==> src/hw/rtl/serial_block_loader_macros.svh <==
// Assertion macros used by the loader RTL (sbl_engine).
// Depends on nothing; include by bare file name where assertions are written.
`ifndef SERIAL_BLOCK_LOADER_MACROS_SVH
`define SERIAL_BLOCK_LOADER_MACROS_SVH

// same-cycle implication, disabled while reset is asserted
`define SBL_ASSERT_IMP(lbl, clk, rst_n, ante, cons, msg) \
    lbl: assert property (@(posedge clk) disable iff (!(rst_n)) (ante) |-> (cons)) \
        else $error(msg);

// next-cycle implication, disabled while reset is asserted
`define SBL_ASSERT_NXT(lbl, clk, rst_n, ante, cons, msg) \
    lbl: assert property (@(posedge clk) disable iff (!(rst_n)) (ante) |=> (cons)) \
        else $error(msg);

`endif

==> src/hw/rtl/sbl_pkg.sv <==
// Package for the serial block loader: codes, widths, phase and payload types.
// Depends on nothing; used by the channel interfaces and every loader module.
package sbl_pkg;

    localparam int BLOCK_BYTES = 64;
    localparam int BLK_CNT_W   = (BLOCK_BYTES > 1) ? $clog2(BLOCK_BYTES) : 1;
    localparam int ADDR_W      = 24;
    localparam int OFF_W       = ADDR_W + 1;
    localparam int BYTE_W      = 8;
    localparam int FUNC_W      = 2;
    localparam int CFG_IDX_W   = 1;

    localparam logic [BYTE_W-1:0] RDY_EXT     = 8'h51;
    localparam logic [BYTE_W-1:0] RDY_INT     = 8'h61;
    localparam logic [BYTE_W-1:0] INJ_RDY_EXT = 8'h52;
    localparam logic [BYTE_W-1:0] INJ_RDY_INT = 8'h62;
    localparam logic [BYTE_W-1:0] INJ_ABT_EXT = 8'h53;
    localparam logic [BYTE_W-1:0] INJ_ABT_INT = 8'h63;
    localparam logic [BYTE_W-1:0] ACK_CODE    = 8'h53;
    localparam logic [ADDR_W-1:0] BASE_RESET  = 24'h00a000;

    localparam logic [CFG_IDX_W-1:0] CFG_IDX_MODE = 1'b0;
    localparam logic [CFG_IDX_W-1:0] CFG_IDX_BASE = 1'b1;

    localparam logic STATUS_DONE  = 1'b0;
    localparam logic STATUS_ABORT = 1'b1;

    typedef enum logic [FUNC_W-1:0] {
        FN_BYTE  = 2'd0,
        FN_TICK  = 2'd1,
        FN_START = 2'd2
    } t_func;

    typedef enum logic [2:0] {
        PH_IDLE  = 3'd0,
        PH_SHAKE = 3'd1,
        PH_LEN0  = 3'd2,
        PH_LEN1  = 3'd3,
        PH_LEN2  = 3'd4,
        PH_DATA  = 3'd5
    } t_phase;

    typedef struct packed {
        logic [FUNC_W-1:0] func;
        logic [BYTE_W-1:0] rx_byte;
    } t_item;

    typedef struct packed {
        logic              internal_mode;
        logic [ADDR_W-1:0] internal_base;
    } t_cfg;

    typedef struct packed {
        logic              tx_valid;
        logic [BYTE_W-1:0] tx_byte;
        logic              wr_valid;
        logic [ADDR_W-1:0] wr_addr;
        logic [BYTE_W-1:0] wr_data;
        logic              done_res;
        logic              status;
    } t_result;

endpackage

==> src/hw/rtl/sbl_channels.sv <==
// Valid/ready channel interfaces for loader input words and result words.
// Depends on sbl_pkg for field widths.
interface sbl_in_if;
    logic                                valid;
    logic                                ready;
    logic [sbl_pkg::FUNC_W-1:0]          func;
    logic [sbl_pkg::BYTE_W-1:0]          rx_byte;

    modport source (output valid, output func, output rx_byte, input ready);
    modport sink   (input valid, input func, input rx_byte, output ready);
endinterface

interface sbl_out_if;
    logic                                valid;
    logic                                ready;
    logic                                tx_valid;
    logic [sbl_pkg::BYTE_W-1:0]          tx_byte;
    logic                                wr_valid;
    logic [sbl_pkg::ADDR_W-1:0]          wr_addr;
    logic [sbl_pkg::BYTE_W-1:0]          wr_data;
    logic                                done_res;
    logic                                status;

    modport source (output valid, output tx_valid, output tx_byte, output wr_valid,
                    output wr_addr, output wr_data, output done_res, output status,
                    input ready);
    modport sink   (input valid, input tx_valid, input tx_byte, input wr_valid,
                    input wr_addr, input wr_data, input done_res, input status,
                    output ready);
endinterface

==> src/hw/rtl/serial_block_loader.sv <==
// Serial block loader: accepts one word per cycle while the result side does not
// stall and returns one result word for each; the rate is set by a single
// phase-machine step between the input register and the result
// register. Start words send the ready code, the handshake and three length
// bytes follow, and data bytes become memory writes at base plus offset with an
// ack after every block; the load ends at the first block boundary at or past
// the length. Configuration writes take effect on the next cycle.
// Depends on sbl_pkg, sbl_channels and sbl_engine.
module serial_block_loader (
    input  logic                           i_clk,
    input  logic                           i_rst_n,
    sbl_in_if.sink                         i_in,
    sbl_out_if.source                      o_out,
    input  logic                           i_cfg_we,
    input  logic [sbl_pkg::CFG_IDX_W-1:0]  i_cfg_idx,
    input  logic [sbl_pkg::ADDR_W-1:0]     i_cfg_data
);
    import sbl_pkg::*;

    logic    r_in_valid;
    t_item   r_in;
    logic    r_out_valid;
    t_result r_out;
    t_cfg    r_cfg;
    t_result step_res;
    logic    adv;

    assign adv        = r_in_valid && (!r_out_valid || o_out.ready);
    assign i_in.ready = !r_in_valid || adv;

    always_ff @(posedge i_clk) begin
        if (!i_rst_n) begin
            r_in_valid <= 1'b0;
        end else if (i_in.ready) begin
            r_in_valid <= i_in.valid;
        end
    end

    always_ff @(posedge i_clk) begin
        if (i_in.valid && i_in.ready) begin
            r_in.func    <= i_in.func;
            r_in.rx_byte <= i_in.rx_byte;
        end
    end

    sbl_engine u_engine (
        .i_clk   (i_clk),
        .i_rst_n (i_rst_n),
        .i_adv   (adv),
        .i_item  (r_in),
        .i_cfg   (r_cfg),
        .o_res   (step_res)
    );

    always_ff @(posedge i_clk) begin
        if (!i_rst_n) begin
            r_out_valid <= 1'b0;
        end else if (adv) begin
            r_out_valid <= 1'b1;
        end else if (o_out.ready) begin
            r_out_valid <= 1'b0;
        end
    end

    always_ff @(posedge i_clk) begin
        if (adv) begin
            r_out <= step_res;
        end
    end

    always_ff @(posedge i_clk) begin
        if (!i_rst_n) begin
            r_cfg.internal_mode <= 1'b0;
            r_cfg.internal_base <= BASE_RESET;
        end else if (i_cfg_we) begin
            unique case (i_cfg_idx)
                CFG_IDX_MODE: r_cfg.internal_mode <= i_cfg_data[0];
                CFG_IDX_BASE: r_cfg.internal_base <= i_cfg_data;
                default: begin
                end
            endcase
        end
    end

    assign o_out.valid    = r_out_valid;
    assign o_out.tx_valid = r_out.tx_valid;
    assign o_out.tx_byte  = r_out.tx_byte;
    assign o_out.wr_valid = r_out.wr_valid;
    assign o_out.wr_addr  = r_out.wr_addr;
    assign o_out.wr_data  = r_out.wr_data;
    assign o_out.done_res = r_out.done_res;
    assign o_out.status   = r_out.status;

endmodule

==> src/hw/rtl/sbl_engine.sv <==
// Loader protocol engine: phase machine, length, block counter and offset.
// Depends on sbl_pkg and serial_block_loader_macros.svh.
`include "serial_block_loader_macros.svh"

module sbl_engine (
    input  logic             i_clk,
    input  logic             i_rst_n,
    input  logic             i_adv,
    input  sbl_pkg::t_item   i_item,
    input  sbl_pkg::t_cfg    i_cfg,
    output sbl_pkg::t_result o_res
);
    import sbl_pkg::*;

    t_phase                 r_phase, n_phase;
    logic [ADDR_W-1:0]      r_len,   n_len;
    logic [BLK_CNT_W-1:0]   r_cnt,   n_cnt;
    logic [OFF_W-1:0]       r_off,   n_off;

    logic [BYTE_W-1:0]      rdy_code;
    logic [BYTE_W-1:0]      injrdy_code;
    logic [BYTE_W-1:0]      injabt_code;
    logic [ADDR_W-1:0]      base_sel;
    logic [OFF_W-1:0]       off_inc;
    logic                   block_end;
    logic                   load_end;

    assign rdy_code    = i_cfg.internal_mode ? RDY_INT     : RDY_EXT;
    assign injrdy_code = i_cfg.internal_mode ? INJ_RDY_INT : INJ_RDY_EXT;
    assign injabt_code = i_cfg.internal_mode ? INJ_ABT_INT : INJ_ABT_EXT;
    assign base_sel    = i_cfg.internal_mode ? i_cfg.internal_base : '0;
    assign off_inc     = r_off + OFF_W'(1);
    assign block_end   = (r_cnt == BLK_CNT_W'(BLOCK_BYTES - 1));
    assign load_end    = (off_inc >= {1'b0, r_len});

    always_comb begin
        n_phase = r_phase;
        n_len   = r_len;
        n_cnt   = r_cnt;
        n_off   = r_off;
        if (i_adv) begin
            unique case (i_item.func)
                FN_START: begin
                    n_phase = PH_SHAKE;
                    n_len   = '0;
                    n_cnt   = '0;
                    n_off   = '0;
                end
                FN_BYTE: begin
                    unique case (r_phase)
                        PH_SHAKE: begin
                            if (i_item.rx_byte == injabt_code) begin
                                n_phase = PH_IDLE;
                            end else if (i_item.rx_byte == injrdy_code) begin
                                n_phase = PH_LEN0;
                            end
                        end
                        PH_LEN0: begin
                            n_len   = {i_item.rx_byte, 16'h0000};
                            n_phase = PH_LEN1;
                        end
                        PH_LEN1: begin
                            n_len   = r_len | {8'h00, i_item.rx_byte, 8'h00};
                            n_phase = PH_LEN2;
                        end
                        PH_LEN2: begin
                            n_len   = r_len | {16'h0000, i_item.rx_byte};
                            n_off   = '0;
                            n_cnt   = '0;
                            n_phase = PH_DATA;
                        end
                        PH_DATA: begin
                            n_off = off_inc;
                            if (block_end) begin
                                n_cnt = '0;
                                if (load_end) begin
                                    n_phase = PH_IDLE;
                                end
                            end else begin
                                n_cnt = r_cnt + BLK_CNT_W'(1);
                            end
                        end
                        default: begin
                        end
                    endcase
                end
                default: begin
                end
            endcase
        end
    end

    always_comb begin
        o_res = '0;
        unique case (i_item.func)
            FN_START: begin
                o_res.tx_valid = 1'b1;
                o_res.tx_byte  = rdy_code;
            end
            FN_TICK: begin
                if (r_phase == PH_SHAKE) begin
                    o_res.tx_valid = 1'b1;
                    o_res.tx_byte  = rdy_code;
                end
            end
            FN_BYTE: begin
                unique case (r_phase)
                    PH_SHAKE: begin
                        if (i_item.rx_byte == injabt_code) begin
                            o_res.done_res = 1'b1;
                            o_res.status   = STATUS_ABORT;
                        end else if (i_item.rx_byte == injrdy_code) begin
                            o_res.tx_valid = 1'b1;
                            o_res.tx_byte  = ACK_CODE;
                        end
                    end
                    PH_LEN2: begin
                        o_res.tx_valid = 1'b1;
                        o_res.tx_byte  = ACK_CODE;
                    end
                    PH_DATA: begin
                        o_res.wr_valid = 1'b1;
                        o_res.wr_addr  = base_sel + r_off[ADDR_W-1:0];
                        o_res.wr_data  = i_item.rx_byte;
                        if (block_end) begin
                            o_res.tx_valid = 1'b1;
                            o_res.tx_byte  = ACK_CODE;
                            if (load_end) begin
                                o_res.done_res = 1'b1;
                                o_res.status   = STATUS_DONE;
                            end
                        end
                    end
                    default: begin
                    end
                endcase
            end
            default: begin
            end
        endcase
    end

    always_ff @(posedge i_clk) begin
        if (!i_rst_n) begin
            r_phase <= PH_IDLE;
            r_len   <= '0;
            r_cnt   <= '0;
            r_off   <= '0;
        end else begin
            r_phase <= n_phase;
            r_len   <= n_len;
            r_cnt   <= n_cnt;
            r_off   <= n_off;
        end
    end

    `SBL_ASSERT_NXT(a_done_to_idle, i_clk, i_rst_n,
        i_adv && o_res.done_res, r_phase == PH_IDLE,
        "load end did not return to idle")
    `SBL_ASSERT_IMP(a_write_in_data, i_clk, i_rst_n,
        i_adv && o_res.wr_valid, r_phase == PH_DATA,
        "memory write outside data phase")
    `SBL_ASSERT_NXT(a_block_ack_clears, i_clk, i_rst_n,
        i_adv && o_res.wr_valid && o_res.tx_valid, r_cnt == '0,
        "block counter not cleared after block ack")

endmodule

==> src/flat_wrapper.sv <==
// flat-port wrapper written by rule: the top's interface ports become plain ports
module serial_block_loader_flat import sbl_pkg::*;
  (i_clk, i_rst_n, i_cfg_we, i_cfg_idx, i_cfg_data, i_in_valid, i_in_func, i_in_rx_byte, i_in_ready, o_out_valid, o_out_tx_valid, o_out_tx_byte, o_out_wr_valid, o_out_wr_addr, o_out_wr_data, o_out_done_res, o_out_status, o_out_ready);
  sbl_in_if i_in_i ();
  sbl_out_if o_out_i ();
  input  logic i_clk;
  input  logic i_rst_n;
  input  logic i_cfg_we;
  input  logic [sbl_pkg::CFG_IDX_W-1:0] i_cfg_idx;
  input  logic [sbl_pkg::ADDR_W-1:0] i_cfg_data;
  input wire logic [$bits(i_in_i.valid)-1:0] i_in_valid;
  input wire logic [$bits(i_in_i.func)-1:0] i_in_func;
  input wire logic [$bits(i_in_i.rx_byte)-1:0] i_in_rx_byte;
  output wire logic [$bits(i_in_i.ready)-1:0] i_in_ready;
  output wire logic [$bits(o_out_i.valid)-1:0] o_out_valid;
  output wire logic [$bits(o_out_i.tx_valid)-1:0] o_out_tx_valid;
  output wire logic [$bits(o_out_i.tx_byte)-1:0] o_out_tx_byte;
  output wire logic [$bits(o_out_i.wr_valid)-1:0] o_out_wr_valid;
  output wire logic [$bits(o_out_i.wr_addr)-1:0] o_out_wr_addr;
  output wire logic [$bits(o_out_i.wr_data)-1:0] o_out_wr_data;
  output wire logic [$bits(o_out_i.done_res)-1:0] o_out_done_res;
  output wire logic [$bits(o_out_i.status)-1:0] o_out_status;
  input wire logic [$bits(o_out_i.ready)-1:0] o_out_ready;
  assign i_in_i.valid = i_in_valid;
  assign i_in_i.func = i_in_func;
  assign i_in_i.rx_byte = i_in_rx_byte;
  assign i_in_ready = i_in_i.ready;
  assign o_out_valid = o_out_i.valid;
  assign o_out_tx_valid = o_out_i.tx_valid;
  assign o_out_tx_byte = o_out_i.tx_byte;
  assign o_out_wr_valid = o_out_i.wr_valid;
  assign o_out_wr_addr = o_out_i.wr_addr;
  assign o_out_wr_data = o_out_i.wr_data;
  assign o_out_done_res = o_out_i.done_res;
  assign o_out_status = o_out_i.status;
  assign o_out_i.ready = o_out_ready;
  serial_block_loader u_core (.i_clk(i_clk), .i_rst_n(i_rst_n), .i_in(i_in_i), .o_out(o_out_i), .i_cfg_we(i_cfg_we), .i_cfg_idx(i_cfg_idx), .i_cfg_data(i_cfg_data));
endmodule
==> config.mk <==
export PLATFORM = sky130hd
export DESIGN_NAME = serial_block_loader_flat
export DESIGN_NICKNAME = d
export VERILOG_FILES = /design/src/hw/rtl/sbl_pkg.sv /design/src/hw/rtl/sbl_channels.sv /design/src/hw/rtl/serial_block_loader.sv /design/src/hw/rtl/sbl_engine.sv /design/src/flat_wrapper.sv
export VERILOG_INCLUDE_DIRS = /design/src /design/src/hw/rtl
export SDC_FILE = /design/constraint.sdc
export NUM_CORES = 1
export LEC_CHECK = 0
export BUFFER_PORTS_ARGS = -buffer_cell sky130_fd_sc_hd__buf_2
export CAP_MARGIN = 15
export CORE_UTILIZATION = 45
export DETAILED_ROUTE_END_ITERATION = 16
export PLACE_DENSITY = 0.71
export SYNTH_ARGS = -nofsm -noshare
export SYNTH_HDL_FRONTEND = slang
export SYNTH_SLANG_ARGS = --single-unit
==> constraint.sdc <==
create_clock -name i_clk -period 3.4 [get_ports i_clk]
set_clock_uncertainty 0.15 [all_clocks]
set_input_delay 0.68 -clock i_clk [delete_from_list [all_inputs] [get_ports i_clk]]
set_output_delay 0.68 -clock i_clk [all_outputs]
set_load 0.02 [all_outputs]
# Word level (Yosys, flattened, before mapping)
# Index checks and enable logic that the tools add are counted.
[totals]
in_bits = 40
regBits = 139
word_cells = 85
output_inout_bits = 46
[classes]
bitwise = 3
n_mux = 30
reduce_logical = 15
add_sub_neg = 3
eq_ne = 16
magnitude_cmp = 1
[op_table]
columns = ["operator", "n"]
rows = [
  ["25-bit one-hot mux with 2 select lines", 2],
  ["24-bit one-hot mux with 3 select lines", 1],
  ["9-bit one-hot mux with 3 select lines", 2],
  ["24-bit one-hot mux with 2 select lines", 1],
  ["9-bit 2-to-1 mux", 4],
  ["33-bit 2-to-1 mux", 1],
  ["25-bit by 1-bit adder with 25-bit output, second input constant", 1],
  ["25-bit by 24-bit greater-or-equal comparator with 1-bit output", 1],
  ["24-bit adder", 1],
  ["24-bit 2-to-1 mux", 1],
  ["6-bit 2-to-1 mux", 4],
  ["24-bit by 16-bit bitwise OR with 24-bit output", 1],
  ["24-bit by 8-bit bitwise OR with 24-bit output", 1],
  ["6-bit one-hot mux with 2 select lines", 2],
  ["8-bit by 7-bit equality test with 1-bit output", 2],
  ["3-bit one-hot mux with 5 select lines", 1],
  ["3-bit 2-to-1 mux", 4],
  ["6-bit by 1-bit adder with 6-bit output, second input constant", 1],
  ["3-bit by 2-bit equality test with 1-bit output, second input constant", 2],
  ["3-bit equality test, second input constant", 2],
  ["6-bit equality test, second input constant", 1],
  ["2-bit 2-to-1 mux", 3],
  ["3-bit inequality test, second input constant", 2],
  ["6-bit by 2-bit inequality test with 1-bit output, second input constant", 1],
  ["18 further kinds", 26],
]

# Longest topological paths before layout
[logic_depth]
ltp_word = 6
ltp_mapped = 15
ltp_nobuf = 13

# Modules after synthesis
# A second synthesis with hierarchy kept.
[hier_totals]
cells_unflattened = 856
area_unflattened_um2 = 7802.5
[modules_own_cells]
columns = ["module", "cells_per_inst", "seq_area_each_um2", "instances", "area_per_inst_um2"]
rows = [
  ["sbl_engine", 678, 1161.1, 1, 5036.1],
  ["serial_block_loader", 178, 2162.1, 1, 2766.4],
]

# Least setup slack after synthesis
# OpenSTA, ideal clock, no wires.
[synth_path]
kind = "input-to-reg"
start = "input port o_out_ready"
end = "register u_core.r_out, in the netlist u_core.o_out.done_res, enable pin"
setup_ns = 0.440
path_buffers = 0
setup_slack_ns = 0.290
arrival_time_ns = 2.521
required_time_ns = 2.810
cell_stages = 2
cell_sequence = "nor2b_1 > nor2b_1"
[synth_via]
elab_chain_len = 2
[synth_lines]
columns = ["item", "line_no", "text"]
rows = [
  ["start, declared", "flat_wrapper.sv:23", "input wire logic [$bits(o_out_i.ready)-1:0] o_out_ready;"],
  ["1-bit logical OR", "serial_block_loader.sv:28", "assign adv = r_in_valid && (!r_out_valid || o_out.ready);"],
  ["1-bit logical AND", "serial_block_loader.sv:28", ""],
  ["named net u_core.adv", "serial_block_loader.sv:26", "logic adv;"],
  ["end signal, assigned", "serial_block_loader.sv:67", "r_out <= step_res;"],
  ["end, declared", "serial_block_loader.sv:23", "t_result r_out;"],
]
# The timed path passes the listed nets, and every way through them passes these cells.
# A chain may end at the register's enable or synchronous reset.

# Final worst setup path
[layout_path]
start = "register u_core.u_engine.r_off[1]"
end = "register u_core.u_engine.r_phase[1]"
[layout_via]
elab_chain_len = 4
[layout_lines]
columns = ["item", "line_no", "text"]
rows = [
  ["start, declared", "sbl_engine.sv:18", "logic [OFF_W-1:0] r_off, n_off;"],
  ["start signal, assigned", "sbl_engine.sv:153", "r_off <= n_off;"],
  ["25-bit by 1-bit adder with 25-bit output", "sbl_engine.sv:32", "assign off_inc = r_off + OFF_W'(1);"],
  ["25-bit by 24-bit greater-or-equal comparator with 1-bit output", "sbl_engine.sv:34", "assign load_end = (off_inc >= {1'b0, r_len});"],
  ["3-bit inequality test (no line)", "-", ""],
  ["6-bit AND reduction (no line)", "-", ""],
  ["end signal, assigned", "sbl_engine.sv:150", "r_phase <= n_phase;"],
  ["end, declared", "sbl_engine.sv:15", "t_phase r_phase, n_phase;"],
]
# Every way passes these cells.

==> results.toml <==
[run_status]
status = "completed"

[route]
vias = 6434
post-route-drc-count = 0
drt_first_pass_iters = 7
drt-total-wl_um = 18800
ant_nets = 0
drt_iter0_markers = 589
avgViaCountPerCell = 5.43
post_drt_wl_per_cell_um = 15.9

[synthesis]
synthSimpleGateAreaFrac_pct = 23.2
synthDistinctLibCells = 66
ys.flop_type = "dfxtp_1"
synth-compound-area-share_pct = 17.1
synthXorXnorAreaFrac_pct = 4.25
syn_area_um2 = 7600
ys_ff_latch = 134
synth_edf_count = 49
synth_top_family_by_area = "simple AND/OR/NAND/NOR gates"
synthMuxAreaShare_pct = 0.412
syn_inst = 861
yosysMostFrequentCell = "nand2_1"
yosysWarningCount = 0
synth_commonest_cells = "nand2_1 (101), dfxtp_1 (85), nor2_1 (74)"
seq_area_frac_synth_pct = 41.7
yosysTopAreaCellShare_pct = 22.4
synthTopCellsByArea = "dfxtp_1 (22%), edfxtp_1 (19%), ha_1 (8.4%), nand2_1 (5.0%), nor2_1 (3.7%)"
avgSynthCellArea_um2 = 8.83
synth_top_area_cell = "dfxtp_1"
ys_async_sr_fraction_pct = 0
synth_fa_ha_area_share_pct = 8.66

[timing]
slew_headroom_pct = 38.0
setup_viol = 0
hold_viol = 0
min_period_ns = 3.22
rsz0062_at_grt = "false"
holdWs_ns = 0.278
fin_tns_setup_ns = 0
drv_slew = 0
worstMarginPinSlew_ns = 0.930
min_period_over_period_pct = 94.7
max_freq_ghz = 0.311

[global_route]
grt_max_degree = 60
grt_overflow = 0
grt_pass1_vias = 6085
grt_use_met3_pct = 5.57
grt_use_met1_pct = 28.0
grt-busiest-layer = "met2"
grt_usage_pct = 22.3
antenna_found_initial = 0
met2_usage_pct = 36.8
grt_pass1_wl_um = 30400

[floorplan]
die_w_um = 132
dieArea_um2 = 17400
std_cell_rows = 47
io_pins = 86
core_area_um2 = 16500
die_h_um = 132
start_util_pct = 46.0

[clock_tree]
cts_tree = "done"
path_clk_slew_ns = 0.06
clock_sinks = 134
numCtsBuffers = 17
clkLatencyLatePin_ns = 0.43
htreeDepth = 4
clk_path_buf_depth = 2
postCtsSetupRepairBufs = 0
root_buffer = "clkbuf_16"

[final_layout]
n_fill_cell = 1519
antenna_cells = 0
multiInputGateArea_um2 = 4100
instances_no_fill = 1184
drive_gt1_share_pct = 16.4
final-seq-area_um2 = 3170
syn2layout_area_growth_pct = 18.7
fin_nets = 1043

[placement]
dp_hpwl_um = 13600
gp_congestion = 0.920
io_buffers = 82
dp_cells = 1152

[setup_path]
required_ns = 3.56
ff2ff_path_depth = 14
worstSetupPathType = "reg2reg"
cp-start-kind = "flip-flop"
end_kind = "flip-flop"
path_max_fanout = 4
cp_data_arrival_time_ns = 3.38

[power_and_ir_drop]
max-vdd-ir-drop_uv = 392
p_per_area_nw_per_um2 = 456
leakagePower_nw = 3.76

[hold_path]
hp-class = "in2reg"
min_path_cells = 1

[run]
maxCapViolCount = 0
[metal layers]
layer  vias up  share of wire [%]
met5         -                  0
met4         0                3.1
met3        43                4.7
met2       180                 46
met1      3000                 46
li1       3211                  -
[final timing paths]
kind                                 start                    endpoint  slack, ns
setup / recovery  u_core.u_engine.r_off[1]  u_core.u_engine.r_phase[1]       0.18
hold / removal             i_in_rx_byte[4]              u_core.r_in[4]       0.28
setup reg to reg  u_core.u_engine.r_off[1]  u_core.u_engine.r_phase[1]       0.18
hold reg to reg           u_core.r_cfg[18]            u_core.r_cfg[18]       0.31
[flip-flops by register name, indices dropped and copies added (netlist names), 3 cells and up]
signal,cells
u_core.r_cfg,25
u_core.u_engine.r_off,25
u_core.o_out.wr_addr,24
u_core.u_engine.r_len,24
u_core.r_in,10
u_core.o_out.wr_data,8
u_core.u_engine.r_cnt,6
u_core.o_out.tx_byte,4
u_core.u_engine.r_phase,3
[where the power goes]
| part | internal [mW] | total, mW | leakage [nW] | switching (mW) |
|---|---|---|---|---|
| logic | 0.0777 | 0.211 | 2.26 | 0.134 |
| clock network | 1.47 | 2.17 | 0.329 | 0.702 |
| registers | 1.71 | 1.74 | 1.17 | 0.0314 |
| total | 3.25 | 4.12 | 3.76 | 0.868 |
[cell type report]
| cell class | instances | share of cell area [%] |
|---|---|---|
| clock inverters | 13 | 2.79 |
| flip-flops and latches | 134 | 35.2 |
| multi-input cells | 648 | 45.5 |
| repair buffers | 111 | 6.96 |
| well taps | 220 | 3.05 |
| inverters | 39 | 1.62 |
| clock buffers | 19 | 4.91 |
[cell families (layout without fill, tap and decap cells)]
group	after synthesis	count (layout)
AOI/OAI and AO/OA	204	204
xor gates and xnor gates	36	36
adders and majority gates	52	52
buffers and inverters	81	182
DFF	134	134
muxes	3	3
other	1	3
and+or+nand+nor	350	350
[cell usage in the layout (no fill, tap or decap), types with 3 or more instances in the layout]
master / n
a211oi_1: 6
a21boi_0: 27
a21o_1: 14
a21oi_1: 53
a22oi_1: 14
a31oi_1: 6
a41o_1: 3
and2_1: 31
and3_1: 16
buf_2: 82
buf_4: 29
bufinv_16: 7
clkbuf_16: 17
clkinvlp_4: 3
conb_1: 3
dfxtp_1: 84
edfxtp_1: 49
ha_1: 51
inv_1: 39
nand2_1: 101
nand3_1: 25
nand4_1: 11
nor2_1: 74
nor2b_1: 32
nor3_1: 24
nor3b_1: 4
nor4_1: 4
o211ai_1: 3
o21a_1: 14
o21ai_0: 44
o21ai_1: 3
o21bai_1: 3
o31ai_1: 3
or3_1: 10
xnor2_1: 20
xor2_1: 15
[critical path, stage by stage, from the launching register on]
cell	delay, ns
dfxtp_1	0.34
ha_1	0.17
buf_4	0.13
inv_1	0.05
nor2_1	0.18
nand4_1	0.13
xnor2_1	0.33
ha_1	0.34
a211oi_1	0.23
nand2_1	0.07
a31oi_1	0.15
a21oi_1	0.13
o21ai_0	0.28
nand3_1	0.17
a32o_1	0.24
[timing repair]
| item | CTS | global route |
|---|---|---|
| setup endpoints to repair | 0 | 5 |
| gates resized for setup | 0 | 3 |
| hold buffers | 0 | 0 |
| hold endpoints to repair | 0 | 0 |
[through the flow]
stage	total power [mW]	area (um2)	setup slack, ns	utilization [%]
2_1_floorplan	1.90	7610	0.290	-
3_3_place_gp	1.98	8320	0.200	50.3
3_5_place_dp	1.98	8320	0.189	50.3
4_1_cts	4.15	9010	0.143	54.5
5_1_grt	4.24	9020	0.000248	54.6
6_report	4.12	9020	0.182	54.6
No activity file was read; power rests on OpenSTA's default activity.
